--- config.mk ---
export PLATFORM = sky130hd
export DESIGN_NAME = e2q_cordic_cell
export DESIGN_NICKNAME = d
export VERILOG_FILES = /design/src/design/euler_to_quaternion_deg_unit_macros.svh /design/src/design/e2q_pkg.sv /design/src/design/e2q_cordic_cell.sv
export SDC_FILE = /design/constraint.sdc
export NUM_CORES = 1
export LEC_CHECK = 0
export ABC_AREA = 0
export BUFFER_PORTS_ARGS = -buffer_cell sky130_fd_sc_hd__buf_2
export CAP_MARGIN = 15
export CORE_UTILIZATION = 40
export CTS_BUF_LIST = sky130_fd_sc_hd__clkbuf_4 sky130_fd_sc_hd__clkbuf_8 sky130_fd_sc_hd__clkbuf_16
export DETAILED_ROUTE_END_ITERATION = 8
export HOLD_SLACK_MARGIN = 0.03
export SYNTH_ARGS = -nofsm -noshare
export SYNTH_HDL_FRONTEND = slang
export SYNTH_SLANG_ARGS = --single-unit
--- constraint.sdc ---
create_clock -name clk -period 6 [get_ports clk]
set_input_delay 0.6 -clock clk [delete_from_list [all_inputs] [get_ports clk]]
set_output_delay 0.6 -clock clk [all_outputs]
set_load 0.02 [all_outputs]
--- src/design/euler_to_quaternion_deg_unit_macros.svh ---
// Assertion macros for the Euler-to-quaternion design.
// Used by the top level; no other dependencies.
`ifndef EULER_TO_QUATERNION_DEG_UNIT_MACROS_SVH
`define EULER_TO_QUATERNION_DEG_UNIT_MACROS_SVH

// Implication checked on every rising clock edge outside reset.
`define E2Q_ASSERT_IMP(label, clk_s, rst_s, ante, cons, msg) \
    label: assert property (@(posedge clk_s) disable iff (!rst_s) (ante) |-> (cons)) \
        else $error(msg);

// Next-cycle implication checked outside reset.
`define E2Q_ASSERT_NXT(label, clk_s, rst_s, ante, cons, msg) \
    label: assert property (@(posedge clk_s) disable iff (!rst_s) (ante) |=> (cons)) \
        else $error(msg);

`endif

--- src/design/e2q_pkg.sv ---
// Package for the Euler-to-quaternion unit: widths, constants and the atan table.
// No dependencies.
`timescale 1ns / 1ps
package e2q_pkg;
    localparam int ANG_W = 32;
    localparam int OUT_W = 18;
    localparam int CW = 34;   // Q2.30 datapath with headroom
    localparam logic signed [34:0] DEG_FULL = 35'sd23592960;
    localparam logic signed [34:0] H90 = 35'sd11796480;
    localparam logic signed [34:0] H180 = 35'sd23592960;
    localparam logic [26:0] DEG2RAD = 27'd74961321;
    localparam logic signed [CW-1:0] GAIN = 34'sd652032874;
    localparam logic signed [OUT_W-1:0] OUT_MAX = 18'sd131071;
    localparam logic signed [OUT_W-1:0] OUT_MIN = -18'sd131072;

    typedef logic signed [CW-1:0] cval_t;

    typedef struct packed {
        cval_t x;
        cval_t y;
        cval_t z;
        logic negc;
    } cstate_t;

    function automatic cval_t atan_q30(input int i);
        cval_t t;
        unique case (i)
            0: t = 34'sd843314857;
            1: t = 34'sd497837829;
            2: t = 34'sd263043837;
            3: t = 34'sd133525159;
            4: t = 34'sd67021687;
            5: t = 34'sd33543516;
            6: t = 34'sd16775851;
            7: t = 34'sd8388437;
            8: t = 34'sd4194283;
            9: t = 34'sd2097149;
            default: t = (i < 31) ? cval_t'(34'sd1 <<< (30 - i)) : '0;
        endcase
        return t;
    endfunction
endpackage

--- src/design/e2q_cordic_cell.sv ---
// One rotation-mode CORDIC cell; the shift amount and angle come from the stage index.
// Depends on e2q_pkg.
`timescale 1ns / 1ps
module e2q_cordic_cell
    import e2q_pkg::*;
#(
    parameter int IDX = 0
)
(
    input  logic    clk,
    input  logic    en,
    input  cstate_t din,
    output cstate_t dout
);
    localparam cval_t ATAN = atan_q30(IDX);
    cstate_t nx;
    cval_t   dx, dy;

    always_comb
    begin
        dx = din.y >>> IDX;
        dy = din.x >>> IDX;
        nx.negc = din.negc;
        if (!din.z[CW-1])
        begin
            nx.x = din.x - dx;
            nx.y = din.y + dy;
            nx.z = din.z - ATAN;
        end
        else
        begin
            nx.x = din.x + dx;
            nx.y = din.y - dy;
            nx.z = din.z + ATAN;
        end
    end

    always_ff @(posedge clk)
    begin
        if (en)
        begin
            dout <= nx;
        end
    end
endmodule

==> run summary, run 1 <==
Hold Path Sink: dout[0]$_DFFE_PP_
Initial Util: 41.2%
PostCTS Resize Cnt: 0
DP Worst Slack: 1530 ps
Part of the power in combinational logic: 41.3%
Crit path kind: input port to flop
Routed vias: 9130
Largest family of logic cells by synthesized area: compound AO/OA/AOI/OAI gates
Clk slew on worst S/H paths: 70 ps
Vias/cell: 5.52
Compound-Gate Fraction of Synth Area: 24.7%
Post-synthesis mux area share: 1.79%
Critical path startpoint category: input port
CTS sink cnt: 102
Async SR Flop Fraction: 0%
Final period util: 68.9%
Gr usage total: 22.0%
Vias in the first global route: 8588
Pint: 1.70 mW
Simple-gate share of the synthesized area: 11.9%
Placed Area: 11400 um^2
Longest Clk Path Bufs: 2
CP Capture Type: flop
Max reg flops: 102
Clock Power Share: 22.8%
Largest regs: dout (102)
Syn_area_per_cell: 8.78 um^2
CTS tree: yes
Crit path max fanout: 41
Beginning of the critical path: din[34]
Distinct cells, synth: 73
Largest net degree at the start of global routing: 64
Final worst slack: 1870 ps
Die Span Y: 161 um
DRT iter0 DRCs: 757
Final GP Congestion: 0.905
Unrepaired setup endpoints after global routing: false
IO Pins: 208
Dpl hpwl: 23000 um
Top-count cell post-synth: a21oi_1
Antenna Violating Nets Remaining: 0
Top FF cell, synth: edfxtp_1
Global-route wire length before repair: 45400 um
TNS Setup: 0 ps
Syn_nets: 1392
Top cells by count, synth: a21oi_1, ha_1, inv_1, edfxtp_1, nor2_1
Buffers on Ports: 207
Highest Clock Rate: 242 MHz
Area growth, synth to finish: 15.6%
Worst hold start: din[0]
Post-route cell area: 11700 um^2
Final slew viol count: 0
Sw Pwr: 1.04 mW
Core ar.: 24500 um^2
Std cell rows: 57
CTS Root Buffer Type: clkbuf_16
Routed len/inst: 17.7 um
Total Wirelength: 29300 um
Cell Pwr Density: 234 nW/um^2
Hold_buf cts: 0
Slew @ Worst Pin: 828 ps
Seq cells post-synth: 102
Post-Synth XOR/XNOR Area: 8.14%
Final hold vios: 0
Number of synthesized flops with an enable pin: 102
Switching share of power: 37.9%
Setup Fix Bufs, Post-CTS: 0
CP required: 6100 ps
Synth Area in Adders: 17.0%
Status: finished clean
Cell Area, Synth: 10100 um^2
Number of synthesis warnings: 0
Slew headroom: 44.8%
Drt pass-1 iters: 5
CTS Buf Count: 9
Initial antenna violation count: 0
Fraction of layout instances using a drive strength above 1: 18.3%
Hold Path Depth: 1
Total grt overflow: 0
Nets: 1565
Pleak: 5.32 nW
Biggest register: dout
Hold/Removal Path Class: input port to flop
Synth Instances: 1152
Seq pwr share: 35.8%
Dominant cell type by area after synthesis: edfxtp_1
Max_cap viols: 0
Post-synth top area share: 30.3%
Max H-tree Level: 3
Arrival @ worst endpoint: 4230 ps
Worst vdd ir: 113 uV
Top cells by area, synth: edfxtp_1, ha_1, a21oi_1
Period minus WS final: 4130 ps
# DRC: 0
Setup violators final: 0
Die ar.: 25900 um^2
Die Wd: 161 um
Seq/Total Area, Yosys: 30.3%
-- how the worst max path moves through the flow --
stage	to	slack [ps]	cells past startpoint
floorplan	dout[32]$_DFFE_PP_	2240	13
global placement	dout[34]$_DFFE_PP_	1630	12
detailed placement	dout[34]$_DFFE_PP_	1530	12
CTS	dout[34]$_DFFE_PP_	1890	12
global route	dout[34]$_DFFE_PP_	1600	12
finish	dout[34]$_DFFE_PP_	1870	13
-- stage by stage --
step	hold WS [ps]	power [mW]	cells	util, %
after floorplan	699	1.75	1152	-
after global placement	782	2.11	1638	46.4
after global routing	423	2.87	1654	47.6
after detailed placement	793	2.11	1638	46.4
final	434	2.73	1655	47.6
after CTS	424	2.74	1654	47.6
-- worst max-delay path, stage by stage --
cell and delay (ps):
buf_4 410, inv_2 440, ha_1 530, a21o_1 160, a31o_2 110, o211ai_1 140
a2111oi_0 600, o31ai_1 180, a21oi_1 420, a41o_1 270, o21a_1 130, o21ai_0 80
o2bb2ai_1 130
-- power by group through the flow --
| stage | logic [mW] | clock network, mW | registers (mW) |
|---|---|---|---|
| 2_1_floorplan | 0.605 | 0 | 1.15 |
| 3_3_place_gp | 1.11 | 0 | 0.997 |
| 5_1_grt | 1.22 | 0.659 | 0.989 |
| 4_1_cts | 1.12 | 0.640 | 0.981 |
| 3_5_place_dp | 1.12 | 0 | 0.997 |
| 6_report | 1.13 | 0.624 | 0.979 |
-- placed cells by master (no fill, tap or decap), types with 5 or more instances in the layout --
cell type / n
buf_2: 205
a21oi_1: 142
ha_1: 131
inv_1: 105
edfxtp_1: 102
nor2_1: 89
xnor2_1: 74
o21ai_0: 69
nand2_1: 68
a21o_1: 40
o21bai_1: 25
xor2_1: 20
nor3_1: 17
mux2i_1: 17
nand3_1: 14
nand4_1: 12
o31ai_1: 12
nor2b_1: 12
a211oi_1: 12
o211ai_1: 10
nand2b_1: 10
clkbuf_16: 9
o21a_1: 8
nor4_1: 8
a31oi_1: 7
buf_4: 6
a2111oi_0: 5
a221o_1: 5
a211o_1: 5
-- kinds of logic after synthesis --
family,after synthesis
buffers and inverters,159
xor gates and xnor gates,94
adders and majority gates,135
DFF,102
and+or+nand+nor,255
muxes,18
AOI/OAI and AO/OA,389
-- per-layer routing --
layer	up-vias	GRT usage (%)	routed length (um)
li1	4498	-	-
met1	4250	30.2	13300
met2	335	35.8	13400
met3	47	2.44	1810
met4	0	8.10	753
met5	-	0	0
-- cell type report --
class	count	area [um^2]
repair buffers	211	1070
flip-flops and latches	102	3060
diodes	1	2.50
fillers	2393	12800
multi-input cells	891	6430
well taps	324	405
inverters	110	413
clock inverters	4	55.1
clock buffers	12	248
Power figures use the tool's default switching activity.
==> run 2, diff against run 1 <==
==> constraint.sdc (replaced) <==
create_clock -name clk -period 3.5 [get_ports clk]
set_input_delay 0.35 -clock clk [delete_from_list [all_inputs] [get_ports clk]]
set_output_delay 0.35 -clock clk [all_outputs]
set_load 0.02 [all_outputs]
==> run 2 against run 1 <==
Compared with the run above: critical path depth is the same; sequential share of layout area down 1.9 points; via count is 5.4% higher; design area grew 7.7%; combinational power rose by 89%; wire length grew 6.3%; clock-buffer cell count down 3; die area is the same; core utilization up 3.7 points; first-iteration DRC count is 2.9% lower; setup slack worse by 1700 ps; clock power up 58%.
==> run summary, run 2 (synthesized netlist as in run 1, its figures left out) <==
CP Depth: 13 (unchanged)
Fraction of layout instances using a drive strength above 1: 25.0% (+6.7 points)
Final slew viol count: 0 (unchanged)
Initial antenna violation count: 0 (unchanged)
Commonest non-fill, non-tap cells in the layout: buf_2, a21oi_1, ha_1
Gr usage total: 23.7% (+1.7 points)
Setup violators final: 0 (unchanged)
CTS sink cnt: 102 (unchanged)
PostCTS Resize Cnt: 0 (unchanged)
CP Capture Type: flop
Final period util: 96.3%
Setup Fix Bufs, Post-CTS: 0 (unchanged)
CTS tree: yes
Design Power: 4.80 mW (+76%)
Worst-path cell chain: buf_2 -> ha_1 -> fa_1 -> nor2b_1 -> o21a_1 -> o2111ai_1 -> nand3_1 -> o22a_1 -> a21bo_2 -> a41o_1 -> a221o_1 -> a211o_1 -> xnor2_1
Arrival @ worst endpoint: 3470 ps (-760 ps)
Status: finished clean
Slew headroom: 47.6% (+2.8 points)
Worst stage delay on the critical path: 410 ps (-190 ps)
Slew @ Worst Pin: 766 ps (-61.6 ps)
Std cell rows: 57 (unchanged)
Antenna Violating Nets Remaining: 0 (unchanged)
Total grt overflow: 0 (unchanged)
Routed len/inst: 17.5 um (-0.85%)
Final GP Congestion: 0.913 (+0.90%)
Drt pass-1 iters: 5 (unchanged)
Slowest CP cell: fa_1
Vias/cell: 5.42 (-1.7%)
Worst vdd ir: 188 uV (+67%)
# DRC: 0 (unchanged)
Pleak: 5.90 nW (+11%)
Total Wirelength: 31100 um (+6.3%)
Final Instance Count excl. Fillers: 1775 (+7.3%)
Placed Cells: 1760 (+7.4%)
Crit path max fanout: 4 (-90%)
Hold Path Depth: 1 (unchanged)
Global-route wire length before repair: 48900 um (+7.8%)
Fill count: 2383 (-0.42%)
CTS Buf Count: 9 (unchanged)
Max H-tree Level: 3 (unchanged)
Crit path kind: input port to flop
Reg area: 3060 um^2 (unchanged)
Cell Pwr Density: 381 nW/um^2 (+63%)
Die Wd: 161 um (unchanged)
Longest Clk Path Bufs: 2 (unchanged)
Core ar.: 24500 um^2 (unchanged)
Max reg flops: 102 (unchanged)
# diodes: 0 (-1)
Initial Util: 41.2% (unchanged)
CP required: 3600 ps (-2500 ps)
Die Span Y: 161 um (unchanged)
Buffers on Ports: 207 (unchanged)
Crit path max-delay family: compound AO/OA/AOI/OAI gates
Multi-input combinational cell area: 6430 um^2 (unchanged)
Placed Area: 12300 um^2 (+8.3%)
Dpl hpwl: 25000 um (+8.8%)
Hold_buf cts: 0 (unchanged)
Largest regs: dout (102)
Nets: 1687 (+7.8%)
Max_cap viols: 0 (unchanged)
Post-route cell area: 12600 um^2 (+7.7%)
TNS Setup: 0 ps (unchanged)
Period minus WS final: 3370 ps
Biggest register: dout
Unrepaired setup endpoints after global routing: false
Final hold vios: 0 (unchanged)
Critical path startpoint category: input port
Die ar.: 25900 um^2 (unchanged)
Worst Path Buf+Inv: 1 (-1)
Clk slew on worst S/H paths: 70 ps (about the same)
Hold/Removal Path Class: input port to flop
Routed vias: 9627 (+5.4%)
CTS Root Buffer Type: clkbuf_16
Vias in the first global route: 9351 (+8.9%)
Largest net degree at the start of global routing: 63 (-1.6%)
DRT iter0 DRCs: 735 (-2.9%)
Area growth, synth to finish: 24.5%
Commonest non-fill, non-tap cell in the layout: buf_2
IO Pins: 208 (unchanged)
Highest Clock Rate: 297 MHz
run 2: cell types whose count changed in the layout (fill, tap and decap cells not counted), sizes merged:
cell / previous run / this run
bufinv: 1 / 0
diode: 1 / 0
clkinv: 5 / 8
buf: 211 / 333
clkbuf: 12 / 9
run 2: path summary, 6_finish.rpt:
check	slack, ps	endpoint	start
setup / recovery	130	dout[67]$_DFFE_PP_	din[35]
hold / removal	170	dout[0]$_DFFE_PP_	din[0]
run 2: through the flow:
| stage | utilization, % | hold WS, ps | setup WS [ps] |
|---|---|---|---|
| 2_1_floorplan | - | 449 | 183 |
| 3_3_place_gp | 50.2 | 533 | -189 |
| 3_5_place_dp | 50.2 | 537 | -217 |
| 4_1_cts | 51.3 | 162 | 140 |
| 5_1_grt | 51.3 | 163 | 14.3 |
| 6_report | 51.3 | 173 | 131 |
run 2: area by class of cell:
class | instances | area share (%)
clock buffer | 9 | 1.79
clock inverter | 6 | 0.308
sequential | 102 | 24.3
inverter | 110 | 3.28
multi-input combinational | 891 | 51.1
timing repair buffer | 333 | 16.0
tap | 324 | 3.22
run 2: power by group:
part / internal (mW) / leakage [nW] / switching, mW
clock: 0.479 / 0.129 / 0.504
sequential: 1.62 / 0.998 / 0.0528
combinational: 0.853 / 4.77 / 1.29
total: 2.95 / 5.90 / 1.84
run 2: metal layers:
| layer | global-route usage (%) | vias to the layer above | wire length [um] |
|---|---|---|---|
| li1 | - | 4747 | - |
| met1 | 31.9 | 4488 | 14200 |
| met2 | 39.5 | 346 | 14500 |
| met3 | 2.85 | 46 | 1740 |
| met4 | 7.59 | 0 | 704 |
| met5 | 0 | - | 0 |
==> run 3, diff against run 2 <==
--- a/config.mk
+++ b/config.mk
@@ -8,10 +8,11 @@
 export ABC_AREA = 0
 export BUFFER_PORTS_ARGS = -buffer_cell sky130_fd_sc_hd__buf_2
 export CAP_MARGIN = 15
-export CORE_UTILIZATION = 40
+export CORE_UTILIZATION = 55
 export CTS_BUF_LIST = sky130_fd_sc_hd__clkbuf_4 sky130_fd_sc_hd__clkbuf_8 sky130_fd_sc_hd__clkbuf_16
 export DETAILED_ROUTE_END_ITERATION = 8
 export HOLD_SLACK_MARGIN = 0.03
+export PLACE_DENSITY = 0.8
 export SYNTH_ARGS = -nofsm -noshare
 export SYNTH_HDL_FRONTEND = slang
 export SYNTH_SLANG_ARGS = --single-unit
==> constraint.sdc (replaced) <==
create_clock -name clk -period 4.1 [get_ports clk]
set_input_delay 0.41 -clock clk [delete_from_list [all_inputs] [get_ports clk]]
set_output_delay 0.41 -clock clk [all_outputs]
set_load 0.02 [all_outputs]
==> run 3 against run 2 <==
Compared with the run above: clock-buffer cell count is 1 higher; combinational power is 21% lower; worst hold slack better by 67 ps; non-clock buffer count is 108 lower; global-route usage is 6.9 points higher; largest cell class unchanged; largest power group unchanged; highest routed layer unchanged.
==> run summary, run 3 (synthesized netlist as in run 1, its figures left out) <==
Status: finished clean
DP Worst Slack: 278 ps (+495 ps)
Antenna Violating Nets Remaining: 0 (unchanged)
Std cell rows: 49 (-14%)
Part of the power in combinational logic: 42.1% (-2.5 points)
DRT iter0 DRCs: 1017 (+38%)
Commonest non-fill, non-tap cells in the layout: buf_2, a21oi_1, ha_1
Clk slew on worst S/H paths: 70 ps (about the same)
Final hold vios: 0 (unchanged)
Pint: 2.47 mW (-16%)
Buffers on Ports: 207 (unchanged)
Worst vdd ir: 240 uV (+28%)
CTS tree: yes
Highest Clock Rate: 283 MHz
Unrepaired setup endpoints after global routing: false
CTS Root Buffer Type: clkbuf_16
Crit path max-delay family: simple AND/OR/NAND/NOR gates
Pleak: 5.37 nW (-8.9%)
Setup violators final: 0 (unchanged)
# DRC: 0 (unchanged)
Largest regs: dout (102)
Dpl hpwl: 22700 um (-9.3%)
Fraction of layout instances using a drive strength above 1: 19.0% (-6.0 points)
Global-route wire length before repair: 45400 um (-7.2%)
Max_cap viols: 0 (unchanged)
Crit path kind: input port to flop
Vias/cell: 6.19 (+14%)
Drt pass-1 iters: 5 (unchanged)
CTS sink cnt: 102 (unchanged)
Sw Pwr: 1.53 mW (-17%)
Multi-input combinational cell area: 6430 um^2 (unchanged)
Clock Power Share: 22.0% (+1.5 points)
Slew headroom: 30.4% (-17 points)
Nets: 1579 (-6.4%)
Total grt overflow: 0 (unchanged)
Routed vias: 9726 (+1.0%)
Vias in the first global route: 8902 (-4.8%)
Hold Path Depth: 1 (unchanged)
TNS Setup: 0 ps (unchanged)
Crit path max fanout: 10 (+6)
Final slew viol count: 0 (unchanged)
Core ar.: 18000 um^2 (-27%)
Die Wd: 138 um (-15%)
Hold/Removal Path Class: input port to flop
CP required: 4180 ps (+580 ps)
Worst-path cell chain: buf_2 -> inv_1 -> ha_1 -> nand2b_1 -> a211oi_1 -> nand3b_1 -> o21ai_2 -> o41ai_2 -> and4_1 -> a41oi_2 -> or4_1 -> a32oi_1 -> xor2_1
Cell Pwr Density: 343 nW/um^2 (-10%)
Slew @ Worst Pin: 1040 ps (+278 ps)
CTS Buf Count: 9 (unchanged)
CP Capture Type: flop
CP Depth: 13 (unchanged)
Final period util: 86.1%
Period minus WS final: 3530 ps
Initial antenna violation count: 1 (+1)
PostCTS Resize Cnt: 0 (unchanged)
IO Pins: 208 (unchanged)
Commonest non-fill, non-tap cell in the layout: buf_2
Switching share of power: 38.2% (-0.26 points)
Initial Util: 56.3% (+15 points)
Die ar.: 18900 um^2 (-27%)
Max H-tree Level: 3 (unchanged)
Seq pwr share: 35.8% (+0.9 points)
Hold_buf cts: 0 (unchanged)
Gr usage total: 30.6% (+6.9 points)
Final GP Congestion: 0.977 (+7.0%)
Setup Fix Bufs, Post-CTS: 0 (unchanged)
Longest Clk Path Bufs: 2 (unchanged)
Routed len/inst: 18.6 um (+5.8%)
Largest net degree at the start of global routing: 81 (+29%)
Slowest CP cell: or4_1
Die Span Y: 138 um (-15%)
Biggest register: dout
Total Wirelength: 29200 um (-6.3%)
Final Hold Slack: 239 ps (+66.5 ps)
Fill count: 1541 (-35%)
Max reg flops: 102 (unchanged)
Worst Path Buf+Inv: 2 (+1)
Arrival @ worst endpoint: 3610 ps (+140 ps)
Area growth, synth to finish: 15.2%
Worst stage delay on the critical path: 500 ps (+90 ps)
Final worst slack: 569 ps (+437 ps)
Critical path startpoint category: input port
Reg area: 3060 um^2 (unchanged)
==> run 3: cell types whose count changed in the layout (fill, tap and decap cells not counted), sizes merged <==
cell | before | now
clkbuf | 9 | 10
diode | 0 | 1
clkinv | 8 | 5
bufinv | 0 | 1
inv | 107 | 106
buf | 333 | 225
clkinvlp | 1 | 2
==> run 3: power by group through the flow <==
stage	clock, mW	combinational, mW	sequential [mW]
4_1_cts	0.890	1.66	1.44
3_5_place_dp	0	1.65	1.46
2_1_floorplan	0	0.886	1.68
6_report	0.881	1.68	1.43
3_3_place_gp	0	1.63	1.45
5_1_grt	0.907	1.82	1.45
==> run 3: area by class of cell <==
type | count | area share, %
inverters | 110 | 3.54
clock inverters | 4 | 0.429
flip-flops and latches | 102 | 26.3
multi-input cells | 891 | 55.2
well taps | 229 | 2.46
clock buffers | 10 | 2.00
diodes | 1 | 0.0215
repair buffers | 225 | 10.1
==> run 3: metal layers <==
metal | share of wire (%) | track usage (%) | vias to the layer above | wire (um)
met4 | 2.7 | 11.1 | 0 | 800
li1 | - | - | 4540 | -
met3 | 9.2 | 4.01 | 73 | 2680
met1 | 40 | 39.9 | 4546 | 11800
met5 | 0 | 0 | - | 0
met2 | 48 | 51.5 | 567 | 13900
==> run 3: metrics by stage <==
step,total power [mW],instances,instance area [um^2],utilization [%]
3_5_place_dp,3.10,1557,11400,63.3
3_3_place_gp,3.08,1557,11400,63.3
2_1_floorplan,2.57,1152,10100,-
6_report,4.00,1572,11700,64.9
4_1_cts,3.98,1571,11700,64.9
5_1_grt,4.18,1572,11700,64.9
==> run 3: final timing paths <==
check               start            endpoint  slack (ps)
setup / recovery  din[41]  dout[68]$_DFFE_PP_         570
hold / removal     din[0]   dout[0]$_DFFE_PP_         240
